==> src/rtl/core/btg_pkg.sv <==
// Shared widths, constants and control structs for the buzzer tone generator.
package btg_pkg;

  localparam int CLK_W = 24;           // tick rate register
  localparam int HZ_W  = 16;           // note frequency
  localparam int DUR_W = 16;           // note duration
  localparam int CNT_W = 32;           // periods left
  localparam int MS_W  = 10;           // bits of the ms-per-second constant

  // shared divider: dividend holds clock*duration, divisor holds period*1000
  localparam int DIV_DW = CLK_W + DUR_W;
  localparam int DIV_VW = CLK_W + MS_W;

  localparam logic [CLK_W-1:0] CLOCK_RESET = 24'd1200000;
  localparam logic [MS_W-1:0]  MS_PER_S    = 10'd1000;
  localparam logic [CLK_W-1:0] MIN_PERIOD  = 24'd2;

  typedef struct packed {
    logic             tick;
    logic             load;
    logic [CLK_W-1:0] period;
    logic [CNT_W-1:0] count;
    logic             sound;
  } tone_cmd_t;

  typedef struct packed {
    logic pin;
    logic busy;
    logic done;
  } tone_res_t;

endpackage

==> src/rtl/core/btg_div.sv <==
// Shared restoring divider, one quotient bit per cycle.
module btg_div #(
  parameter int DW = btg_pkg::DIV_DW,
  parameter int VW = btg_pkg::DIV_VW
) (
  input  logic          clk,
  input  logic          rst_n,
  input  logic          start,
  input  logic [DW-1:0] dividend,
  input  logic [VW-1:0] divisor,
  output logic          done,
  output logic [DW-1:0] quotient
);

  localparam int CW = (DW > 1) ? $clog2(DW) : 1;

  logic          busy_r, busy_nxt;
  logic          done_r, done_nxt;
  logic [CW-1:0] cnt_r, cnt_nxt;
  logic [VW-1:0] rem_r, rem_nxt;
  logic [DW-1:0] quo_r, quo_nxt;
  logic [VW-1:0] dvs_r, dvs_nxt;
  logic [VW:0]   trial;
  logic [VW:0]   diff;

  assign trial = {rem_r, quo_r[DW-1]};
  assign diff  = trial - {1'b0, dvs_r};

  always_comb begin
    busy_nxt = busy_r;
    done_nxt = 1'b0;
    cnt_nxt  = cnt_r;
    rem_nxt  = rem_r;
    quo_nxt  = quo_r;
    dvs_nxt  = dvs_r;
    if (start) begin
      busy_nxt = 1'b1;
      cnt_nxt  = '0;
      rem_nxt  = '0;
      quo_nxt  = dividend;
      dvs_nxt  = divisor;
    end else if (busy_r) begin
      if (trial >= {1'b0, dvs_r}) begin
        rem_nxt = diff[VW-1:0];
        quo_nxt = {quo_r[DW-2:0], 1'b1};
      end else begin
        rem_nxt = trial[VW-1:0];
        quo_nxt = {quo_r[DW-2:0], 1'b0};
      end
      cnt_nxt = cnt_r + 1'b1;
      if (cnt_r == CW'(DW - 1)) begin
        busy_nxt = 1'b0;
        done_nxt = 1'b1;
      end
    end
  end

  always_ff @(posedge clk) begin
    if (!rst_n) begin
      busy_r <= 1'b0;
      done_r <= 1'b0;
      cnt_r  <= '0;
    end else begin
      busy_r <= busy_nxt;
      done_r <= done_nxt;
      cnt_r  <= cnt_nxt;
    end
    rem_r <= rem_nxt;
    quo_r <= quo_nxt;
    dvs_r <= dvs_nxt;
  end

  assign done     = done_r;
  assign quotient = quo_r;

endmodule

==> src/rtl/core/btg_tone.sv <==
// Tone state: period counter, periods left and pin level.
module btg_tone (
  input  logic                clk,
  input  logic                rst_n,
  input  btg_pkg::tone_cmd_t  cmd,
  output btg_pkg::tone_res_t  res,
  output logic                playing
);

  logic [btg_pkg::CLK_W-1:0] period_r, period_nxt;
  logic [btg_pkg::CLK_W-1:0] tick_r, tick_nxt;
  logic [btg_pkg::CNT_W-1:0] left_r, left_nxt;
  logic                      snd_r, snd_nxt;
  logic                      play_r, play_nxt;
  logic                      done;

  always_comb begin
    period_nxt = period_r;
    tick_nxt   = tick_r;
    left_nxt   = left_r;
    snd_nxt    = snd_r;
    play_nxt   = play_r;
    done       = 1'b0;
    if (cmd.load) begin
      period_nxt = cmd.period;
      tick_nxt   = '0;
      left_nxt   = cmd.count;
      snd_nxt    = cmd.sound;
      play_nxt   = 1'b1;
    end else if (cmd.tick && play_r) begin
      if (tick_r >= period_r) begin
        tick_nxt = '0;
        if (left_r != '0) begin
          left_nxt = left_r - 1'b1;
        end
        // last period wraps: note over
        if (left_r <= btg_pkg::CNT_W'(1)) begin
          play_nxt = 1'b0;
          snd_nxt  = 1'b0;
          done     = 1'b1;
        end
      end else begin
        tick_nxt = tick_r + 1'b1;
      end
    end
  end

  assign res.pin  = play_nxt && snd_nxt && (tick_nxt < (period_nxt >> 1));
  assign res.busy = play_nxt;
  assign res.done = done;
  assign playing  = play_r;

  always_ff @(posedge clk) begin
    if (!rst_n) begin
      period_r <= '0;
      tick_r   <= '0;
      left_r   <= '0;
      snd_r    <= 1'b0;
      play_r   <= 1'b0;
    end else begin
      period_r <= period_nxt;
      tick_r   <= tick_nxt;
      left_r   <= left_nxt;
      snd_r    <= snd_nxt;
      play_r   <= play_nxt;
    end
  end

endmodule

==> src/rtl/core/buzzer_tone_generator.sv <==
// Buzzer tone generator top level: request sequencer, divider and tone counter.
//
// Input channel (in_*): each transfer is one request. in_tuser = 0 starts a
// note (in_tdata = note_hz, duration_ms), in_tuser = 1 is one elapsed tick.
// Output channel (out_*): exactly one result transfer per request, carrying
// the pin level and busy flag in out_tdata; out_tlast marks the tick that
// ends the last period of a note.
// Config: cfg_we writes cfg_wdata into the tick rate (clock_hz) register.
//
// A tick, a start while a note plays, or a tick while idle is handled in the
// cycle it is accepted; its result is registered and shows the next cycle,
// and a new request can be taken every cycle as long as out_tready keeps up.
// A start while idle runs the shared restoring divider (one bit per cycle,
// 40 steps a pass): clock/note, two product regs, then
// clock*duration/(1000*period); a rest (zero note) takes one divider
// pass. in_tready is low until the sequencer returns to idle.
// While out_tready is low and a result is held, no new request is taken.
// Reset: idle, pin low, clock_hz = 1200000, no result pending.
module buzzer_tone_generator (
  input  logic        clk,
  input  logic        rst_n,
  input  logic        in_tvalid,
  output logic        in_tready,
  input  logic [31:0] in_tdata,   // [15:0] note_hz, [31:16] duration_ms
  input  logic        in_tuser,   // [0] req_type
  output logic        out_tvalid,
  input  logic        out_tready,
  output logic [7:0]  out_tdata,  // [0] pin_level, [1] busy_res, [7:2] zero
  output logic        out_tlast,  // note_done
  input  logic        cfg_we,
  input  logic [23:0] cfg_wdata   // clock_hz
);

  localparam int ST_W = 3;
  localparam logic [ST_W-1:0] ST_IDLE  = 3'd0;
  localparam logic [ST_W-1:0] ST_DIV1  = 3'd1;
  localparam logic [ST_W-1:0] ST_MUL   = 3'd2;
  localparam logic [ST_W-1:0] ST_DIV2S = 3'd3;
  localparam logic [ST_W-1:0] ST_DIV2  = 3'd4;
  localparam logic [ST_W-1:0] ST_LOAD  = 3'd5;

  localparam int DW = btg_pkg::DIV_DW;
  localparam int VW = btg_pkg::DIV_VW;

  logic [ST_W-1:0]            st_r, st_nxt;
  logic [btg_pkg::CLK_W-1:0]  clock_r;
  logic [btg_pkg::HZ_W-1:0]   note_r, note_nxt;
  logic [btg_pkg::DUR_W-1:0]  dur_r, dur_nxt;
  logic [btg_pkg::CLK_W-1:0]  period_r, period_nxt;
  logic [btg_pkg::CNT_W-1:0]  count_r, count_nxt;
  logic [DW-1:0]              prod_r, prod_nxt;
  logic [VW-1:0]              divs_r, divs_nxt;
  logic                       out_valid_r, out_valid_nxt;
  btg_pkg::tone_res_t         out_res_r, out_res_nxt;

  logic                       out_free;
  logic                       in_xfer;
  logic                       div_start;
  logic [DW-1:0]              div_dividend;
  logic [VW-1:0]              div_divisor;
  logic                       div_done;
  logic [DW-1:0]              div_quo;
  logic [btg_pkg::CLK_W-1:0]  quo_period;
  logic [btg_pkg::CNT_W-1:0]  quo_count;
  btg_pkg::tone_cmd_t         cmd;
  btg_pkg::tone_res_t         res;
  logic                       playing;

  assign out_free  = !out_valid_r || out_tready;
  assign in_tready = (st_r == ST_IDLE) && out_free;
  assign in_xfer   = in_tvalid && in_tready;

  // divider operands: first pass at accept of a start, second from products
  assign div_dividend = (st_r == ST_IDLE) ? DW'(clock_r) : prod_r;
  assign div_divisor  = (st_r == ST_IDLE) ?
                        ((in_tdata[15:0] == '0) ? VW'(btg_pkg::MS_PER_S)
                                                : VW'(in_tdata[15:0])) : divs_r;

  // clock/note never exceeds clock; period below two is raised to two
  assign quo_period = (div_quo[btg_pkg::CLK_W-1:1] == '0) ? btg_pkg::MIN_PERIOD
                                                          : div_quo[btg_pkg::CLK_W-1:0];
  assign quo_count  = (div_quo[btg_pkg::CNT_W-1:0] == '0) ? btg_pkg::CNT_W'(1)
                                                          : div_quo[btg_pkg::CNT_W-1:0];

  always_comb begin
    st_nxt        = st_r;
    note_nxt      = note_r;
    dur_nxt       = dur_r;
    period_nxt    = period_r;
    count_nxt     = count_r;
    prod_nxt      = prod_r;
    divs_nxt      = divs_r;
    out_valid_nxt = out_valid_r && !out_tready;
    out_res_nxt   = out_res_r;
    div_start     = 1'b0;
    cmd.tick      = 1'b0;
    cmd.load      = 1'b0;
    cmd.period    = period_r;
    cmd.count     = count_r;
    cmd.sound     = (note_r != '0) && (dur_r != '0);

    unique case (st_r)
      ST_IDLE: begin
        if (in_xfer) begin
          if (in_tuser || playing) begin
            // tick, or start ignored while busy: result now
            cmd.tick      = in_tuser;
            out_valid_nxt = 1'b1;
            out_res_nxt   = res;
          end else begin
            note_nxt  = in_tdata[15:0];
            dur_nxt   = in_tdata[31:16];
            div_start = 1'b1;
            st_nxt    = ST_DIV1;
          end
        end
      end
      ST_DIV1: begin
        if (div_done) begin
          period_nxt = quo_period;
          if (note_r == '0) begin
            count_nxt = (dur_r == '0) ? btg_pkg::CNT_W'(1) : btg_pkg::CNT_W'(dur_r);
            st_nxt    = ST_LOAD;
          end else begin
            st_nxt = ST_MUL;
          end
        end
      end
      ST_MUL: begin
        prod_nxt = DW'(clock_r) * DW'(dur_r);
        divs_nxt = VW'(period_r) * VW'(btg_pkg::MS_PER_S);
        st_nxt   = ST_DIV2S;
      end
      ST_DIV2S: begin
        div_start = 1'b1;
        st_nxt    = ST_DIV2;
      end
      ST_DIV2: begin
        if (div_done) begin
          count_nxt = quo_count;
          st_nxt    = ST_LOAD;
        end
      end
      ST_LOAD: begin
        if (out_free) begin
          cmd.load      = 1'b1;
          out_valid_nxt = 1'b1;
          out_res_nxt   = res;
          st_nxt        = ST_IDLE;
        end
      end
      default: begin
        st_nxt = ST_IDLE;
      end
    endcase
  end

  btg_div #(
    .DW(DW),
    .VW(VW)
  ) u_div (
    .clk      (clk),
    .rst_n    (rst_n),
    .start    (div_start),
    .dividend (div_dividend),
    .divisor  (div_divisor),
    .done     (div_done),
    .quotient (div_quo)
  );

  btg_tone u_tone (
    .clk     (clk),
    .rst_n   (rst_n),
    .cmd     (cmd),
    .res     (res),
    .playing (playing)
  );

  always_ff @(posedge clk) begin
    if (!rst_n) begin
      st_r        <= ST_IDLE;
      clock_r     <= btg_pkg::CLOCK_RESET;
      out_valid_r <= 1'b0;
    end else begin
      st_r        <= st_nxt;
      out_valid_r <= out_valid_nxt;
      if (cfg_we) begin
        clock_r <= cfg_wdata;
      end
    end
    note_r    <= note_nxt;
    dur_r     <= dur_nxt;
    period_r  <= period_nxt;
    count_r   <= count_nxt;
    prod_r    <= prod_nxt;
    divs_r    <= divs_nxt;
    out_res_r <= out_res_nxt;
  end

  assign out_tvalid = out_valid_r;
  assign out_tdata  = {6'b0, out_res_r.busy, out_res_r.pin};
  assign out_tlast  = out_res_r.done;

  // divider only finishes while the sequencer waits on it
  a_div_done_state: assert property (@(posedge clk) disable iff (!rst_n)
    div_done |-> (st_r == ST_DIV1 || st_r == ST_DIV2))
    else $error("divider done outside a divide state");

  // a start taken while idle launches the divider
  a_start_div: assert property (@(posedge clk) disable iff (!rst_n)
    (in_xfer && !in_tuser && !playing) |=> (st_r == ST_DIV1))
    else $error("start did not enter first divide");

  // loading a note gives a busy result and returns to idle
  a_load_busy: assert property (@(posedge clk) disable iff (!rst_n)
    (st_r == ST_LOAD && out_free) |=> (st_r == ST_IDLE && out_valid_r && out_tdata[1]))
    else $error("note load did not produce busy result");

  // end of note result is never busy
  a_done_idle: assert property (@(posedge clk) disable iff (!rst_n)
    (out_valid_r && out_tlast) |-> !out_tdata[1])
    else $error("note_done with busy set");

endmodule
==> config.mk <==
export PLATFORM = sky130hd
export DESIGN_NAME = buzzer_tone_generator
export DESIGN_NICKNAME = d
export VERILOG_FILES = /design/src/rtl/core/btg_pkg.sv /design/src/rtl/core/btg_div.sv /design/src/rtl/core/btg_tone.sv /design/src/rtl/core/buzzer_tone_generator.sv
export SDC_FILE = /design/constraint.sdc
export NUM_CORES = 2
export LEC_CHECK = 0
export BUFFER_PORTS_ARGS = -buffer_cell sky130_fd_sc_hd__buf_2
export CORE_ASPECT_RATIO = 0.6
export CORE_MARGIN = 2
export CORE_UTILIZATION = 50
export DETAILED_ROUTE_END_ITERATION = 8
export PLACE_DENSITY = 0.66
export SYNTH_ARGS = -nofsm -noshare
export SYNTH_HDL_FRONTEND = slang
export SYNTH_SLANG_ARGS = --single-unit
export TNS_END_PERCENT = 30
==> constraint.sdc <==
create_clock -name clk -period 13.53 [get_ports clk]
set_clock_uncertainty 0.05 [all_clocks]
set_input_delay 0.6765 -clock clk [delete_from_list [all_inputs] [get_ports clk]]
set_output_delay 0.6765 -clock clk [all_outputs]
set_load 0.02 [all_outputs]
# Word level (Yosys, flattened, before mapping)

Index checks and enable logic that the tools add are counted.

Register bits: 388
Output and inout port bits: 11
Logic and storage cells: 147

$add $sub $neg: 4
$mul: 2
Magnitude comparators: 4
Equality and inequality tests: 13
Mux-type cells: 60
Bitwise gates (word level): 4
Reductions and logical operators: 35

Operator list:

| kind                    | count |
|---|---|
| $mux W32                | 8 |
| $mux W40                | 3 |
| $mux W24                | 4 |
| $mux W34                | 2 |
| $pmux W32 S2            | 1 |
| $logic_not A16 Y1       | 3 |
| $mul A24 B16 Y40        | 1 |
| $ge A35 B34 Y1          | 1 |
| $sub A34 B34 Y34        | 1 |
| $le A32 B1 Y1 const B   | 1 |
| $logic_not A32 Y1       | 1 |
| $mux W16                | 2 |
| $reduce_bool A16 Y1     | 2 |
| $reduce_bool A32 Y1     | 1 |
| $sub A32 B1 Y32 const B | 1 |
| $mul A24 B7 Y31 const B | 1 |
| $mux W1                 | 27 |
| $mux W3                 | 9 |
| $add A24 B1 Y24 const B | 1 |
| $ge A24 B24 Y1          | 1 |
| $lt A24 B23 Y1          | 1 |
| $logic_not A23 Y1       | 1 |
| $pmux W3 S6             | 1 |
| $reduce_bool A2 Y1      | 6 |
| 20 further kinds        | 42 |

# Logic depth before layout (Yosys ltp)

Depth in word-level cells: 14
Depth in mapped cells: 24
Mapped depth without buffers: 23

# By module

From an unflattened synthesis, not the netlist that was laid out.

Cells, all modules: 3452
Area total of the unflattened synthesis: 34688.3 um2

Modules (own cells, without submodules):

| module                | times used | cells each | area an instance (um2) | sequential area each (um2) |
|---|---|---|---|---|
| buzzer_tone_generator | 1          | 2234       | 23248.5                | 5425.2 |
| btg_div               | 1          | 606        | 6397.4                 | 3062.9 |
| btg_tone              | 1          | 612        | 5042.3                 | 1641.6 |

# Worst setup path before layout

Ideal clock, no wire load.

Kind: register to register
From: register clock_r[10] (netlist bit)
To: register prod_r[37] (data pin)
Arrival: 6306 ps
Required time: 13223 ps
Slack: 6917 ps
Stages on the path, launching flop included: 25
Path buffers: 2
Cell sequence: dfxtp_1 -> clkbuf_1 -> clkbuf_1 -> nand2_1 -> fa_1 -> inv_1 -> fa_1 -> inv_1 -> fa_1 -> inv_1 -> fa_1 -> fa_1 -> inv_1 -> fa_1 -> inv_1 -> ha_1 -> and3_1 -> nor2b_1 -> a211oi_1 -> a211o_1 -> a2111oi_1 -> o211ai_1 -> a21boi_0 -> mux2i_1 -> nand2_1

Cells in the longest elaborated chain, start to end: 1

RTL lines:

| what                     | RTL line                     | source |
|---|---|---|
| start: declaration       | buzzer_tone_generator.sv:46  | `logic [btg_pkg::CLK_W-1:0] clock_r;` |
| start signal: assignment | buzzer_tone_generator.sv:182 | `clock_r <= btg_pkg::CLOCK_RESET;` |
| start signal: assignment | buzzer_tone_generator.sv:188 | `clock_r <= cfg_wdata;` |
| $mul A24 B16 Y40         | buzzer_tone_generator.sv:130 | `prod_nxt = DW'(clock_r) * DW'(dur_r);` |
| end signal: assignment   | buzzer_tone_generator.sv:195 | `prod_r <= prod_nxt;` |
| end: declaration         | buzzer_tone_generator.sv:51  | `logic [DW-1:0] prod_r, prod_nxt;` |

Every way passes these cells.
A chain may end at the register's enable or synchronous reset.

# Final worst setup path

From: register dur_r[6] (netlist bit)
To: register prod_r[37] (data pin)

Cells in the longest elaborated chain, start to end: 1

RTL lines:

| what                     | RTL line                     | source |
|---|---|---|
| start: declaration       | buzzer_tone_generator.sv:48  | `logic [btg_pkg::DUR_W-1:0] dur_r, dur_nxt;` |
| start signal: assignment | buzzer_tone_generator.sv:192 | `dur_r <= dur_nxt;` |
| $mul A24 B16 Y40         | buzzer_tone_generator.sv:130 |  |

Every way passes these cells.

==> key figures <==
Routing
  – DRC violations left: 0
  – First-pass iteration count of the detailed router: 6
  – Remaining number of nets flagged by the antenna check after routing: 0
  – Average wire per cell in the routed design: 19.7 um
  – Violation count after the first detailed-route iteration: 2189
  – Via-to-Cell Ratio: 5.63
  – Detailed Route WL: 88100 um
  – Total number of vias: 25125

Synth
  – Largest area contributor in the synthesized netlist: sky130_fd_sc_hd__fa_1
  – Total standard cell area after synthesis: 34400 um^2
  – Number of instances in the synthesized netlist: 3556
  – Sequential cell area fraction in the yosys report: 29.4%
  – Area share of the leading cell type in the synthesized netlist: 22.9%
  – Mean instance size in the synthesized netlist: 9.68 um^2
  – Proportion of synthesized flip-flops having asynchronous set or reset: 0%
  – Most frequent cells after synthesis: sky130_fd_sc_hd__inv_1 (453), sky130_fd_sc_hd__nand2_1 (421), sky130_fd_sc_hd__fa_1 (393)
  – FF+latch count, synth: 388
  – Most common cell in the synthesized netlist: sky130_fd_sc_hd__inv_1
  – Dominant synthesized flop cell: sky130_fd_sc_hd__edfxtp_1
  – Synth top area cells: sky130_fd_sc_hd__fa_1 (23%), sky130_fd_sc_hd__edfxtp_1 (21%), sky130_fd_sc_hd__ha_1 (9.6%)
  – Count of flip-flops with a built-in enable after synthesis: 236
  – Yosys cell types: 78
  – Number of warnings printed during yosys synthesis: 0

Setup path
  – Highest cell delay on the worst timing path: 1010 ps
  – Crit path capture type: flip-flop
  – Critical path destination: prod_r[37]
  – CP Class: reg -> reg
  – Critical path launch point type: flip-flop
  – Data arrival time of the critical path: 7960 ps
  – Reg2reg path depth: 22
  – Crit. Startpoint: dur_r[6]
  – CP Data Required Time: 13820 ps
  – Slowest library cell on the worst path: sky130_fd_sc_hd__edfxtp_1
  – Top cell by count, worst path: sky130_fd_sc_hd__fa_1
  – Setup slack, reg-to-reg: 5860 ps
  – CP Max Fanout: 26
  – Start of the worst register-to-register path: dur_r[6]
  – Cell Chain, Critical Path: nand2_1, fa_1, inv_1, fa_1, inv_1, fa_1, inv_1, fa_1, fa_1, inv_1, fa_1, inv_1, ha_1, and3_1, nor2b_1, a211oi_1, a211o_1, a2111oi_1, o211ai_1, a21boi_0, mux2i_1, nand2_1
  – Crit Reg-Reg Endpoint: prod_r[37]

Pwr
  – Pwr dens: 226 nW/um^2
  – Maximum resistive drop on vdd: 424 uV
  – Power after layout: 8.32 mW
  – Static leakage: 16.4 nW

Global routing
  – Total global-route track usage: 25.7%
  – Total overflow reported by the global router: 0
  – Number of antenna violations at the first check in global routing: 4
  – Wire length of the first global-routing pass: 143000 um
  – Number of global-route vias before repair: 24894
  – Maximum number of pins on one net before global-route repair: 80

Clocking
  – CTS tree: done
  – Worst-Skew Late Latency: 610 ps
  – Total CTS buffers: 42
  – Clock sinks: 388
  – H-Tree Depth: 2
  – Post CTS Setup Buffer Count: 0
  – Worst-path clk slew: 70 ps
  – CTS Hold Bufs: 0
  – Root buffer cell: sky130_fd_sc_hd__clkbuf_16
  – Post_cts resized: 0
  – Clock Path Buffers: 3

STA
  – Minimum clock period: 7670 ps
  – Fraction of the cycle the final worst path needs: 56.7%
  – Unrepaired setup endpoints after global routing: no
  – Final-report hold violation count: 0
  – Actual transition at the worst max-transition pin: 1140 ps
  – Fmax: 130 MHz
  – Sum Neg Setup Slack: 0 ps
  – Rel. slew slack: 24.2%
  – Final Max Tran Viols: 0
  – Number of setup violations in the final report: 0

Placement
  – Placer Congestion: 0.896
  – Number of I/O port buffers: 66
  – Post-detail-place hpwl: 65500 um

Min path
  – Worst min-delay path class: in -> reg

Layout
  – Area grow syn2layout: 7.16%
  – Post-layout nets: 4232
  – Share of final-layout standard cells stronger than drive strength 1: 5.87%

Die
  – Die span in x: 343 um
  – Row count: 74
  – Top-level I/O count: 73
  – Effective utilization at floorplan: 50.6%
  – Core box area: 68100 um^2
  – Area of the die: 71000 um^2
  – Die Y-Extent: 207 um

Run
  – Number of maximum-capacitance violations: 0

Outcome
  – Outcome: completed
==> power by group <==
| group | internal (mW) | switching [mW] |
|---|---|---|
| combinational | 2.16 | 3.14 |
| sequential | 1.64 | 0.147 |
| clock | 0.698 | 0.531 |
==> registers in the layout, summed over array words and instances, names as in the netlist <==
signal / count
clock_r: 24
count_r: 32
divs_r: 31
dur_r: 16
note_r: 16
out_tdata: 2
out_tlast: 1
out_tvalid: 1
period_r: 24
prod_r: 40
st_r: 3
u_div.busy_r: 1
u_div.cnt_r: 6
u_div.done: 1
u_div.dvs_r: 34
u_div.quotient: 40
u_div.rem_r: 34
u_tone.left_r: 32
u_tone.period_r: 24
u_tone.playing: 1
u_tone.snd_r: 1
u_tone.tick_r: 24
==> worst min-delay path by stage <==
| stage | startpoint | end | slack (ps) | cells after the start |
|---|---|---|---|---|
| final | in_tdata[22] | dur_r[6] | 210 | 1 |
| after global routing | in_tdata[22] | dur_r[6] | 190 | 1 |
| after CTS | in_tdata[25] | dur_r[9] | 180 | 1 |
| after detailed placement | u_tone.period_r[0] | u_tone.period_r[0] | 410 | 2 |
| after global placement | u_tone.period_r[0] | u_tone.period_r[0] | 400 | 2 |
| after floorplan | u_tone.left_r[29] | u_tone.left_r[29] | 390 | 2 |
==> cells in the final DEF (no fill, tap or decap), types with 17 or more instances in the layout <==
master                        n
sky130_fd_sc_hd__inv_1      453
sky130_fd_sc_hd__nand2_1    421
sky130_fd_sc_hd__fa_1       393
sky130_fd_sc_hd__ha_1       265
sky130_fd_sc_hd__nor2_1     241
sky130_fd_sc_hd__edfxtp_1   236
sky130_fd_sc_hd__and2_1     197
sky130_fd_sc_hd__a21oi_1    177
sky130_fd_sc_hd__dfxtp_1    151
sky130_fd_sc_hd__o21ai_0     80
sky130_fd_sc_hd__xnor2_1     78
sky130_fd_sc_hd__mux2i_1     75
sky130_fd_sc_hd__nand3_1     71
sky130_fd_sc_hd__buf_2       66
sky130_fd_sc_hd__a31oi_1     43
sky130_fd_sc_hd__clkbuf_16   43
sky130_fd_sc_hd__a21o_1      41
sky130_fd_sc_hd__nor3_1      35
sky130_fd_sc_hd__xor2_1      35
sky130_fd_sc_hd__nor4_1      31
sky130_fd_sc_hd__buf_4       30
sky130_fd_sc_hd__and3_1      27
sky130_fd_sc_hd__nand4_1     27
sky130_fd_sc_hd__a22o_1      24
sky130_fd_sc_hd__nor2b_1     19
sky130_fd_sc_hd__nand2b_1    17
==> cell type report <==
cell class / count / area, um^2
antenna: 1 / 2.50
fill: 6060 / 31200
clock inverter: 24 / 282
tap: 912 / 1140
clock buffer: 54 / 1140
sequential: 388 / 10100
multi-input combinational: 2529 / 21900
inverter: 455 / 1710
timing repair buffer: 96 / 556
==> layer usage <==
metal	track usage, %	vias to the layer above	part of all wire, %
li1	-	11720	-
met1	42.1	12371	50
met2	34.1	951	39
met3	5.88	81	9.7
met4	4.51	2	1.3
met5	1.01	-	0.099
==> through the flow <==
stage	hold slack, ps	cell area [um^2]	std cells	worst slack [ps]	util [%]
after global placement	401	35400	4380	6130	52.1
after CTS	182	36900	4458	5930	54.2
final	207	36900	4459	5860	54.2
after detailed placement	406	35400	4380	5980	52.1
after floorplan	389	34400	3561	6920	-
after global routing	187	36900	4458	5380	54.2
==> cell families (layout without fill, tap and decap cells) <==
| logic type | Yosys count | in the layout | synth area share, % |
|---|---|---|---|
| other | 1 | 7 | 0.0109 |
| adder cells (fa/ha/maj) | 658 | 658 | 32.5 |
| buffers and inverters | 644 | 629 | 7.13 |
| XOR/XNOR | 113 | 113 | 2.88 |
| multiplexers | 75 | 75 | 2.18 |
| AO/OA/AOI/OAI | 532 | 532 | 10.1 |
| flip-flops | 388 | 388 | 29.4 |
| AND/OR/NAND/NOR | 1145 | 1145 | 15.8 |
==> worst max-delay path, delay by kind of cell, from the launching register on <==
| kind | cells | cell delay, ps |
|---|---|---|
| AOI/OAI and AO/OA | 5 | 1680 |
| adders and majority gates | 7 | 3520 |
| buffers and inverters | 5 | 260 |
| DFF | 1 | 1010 |
| muxes | 1 | 220 |
| and+or+nand+nor | 4 | 650 |
Note: power is estimated with default switching activity, not from simulation.
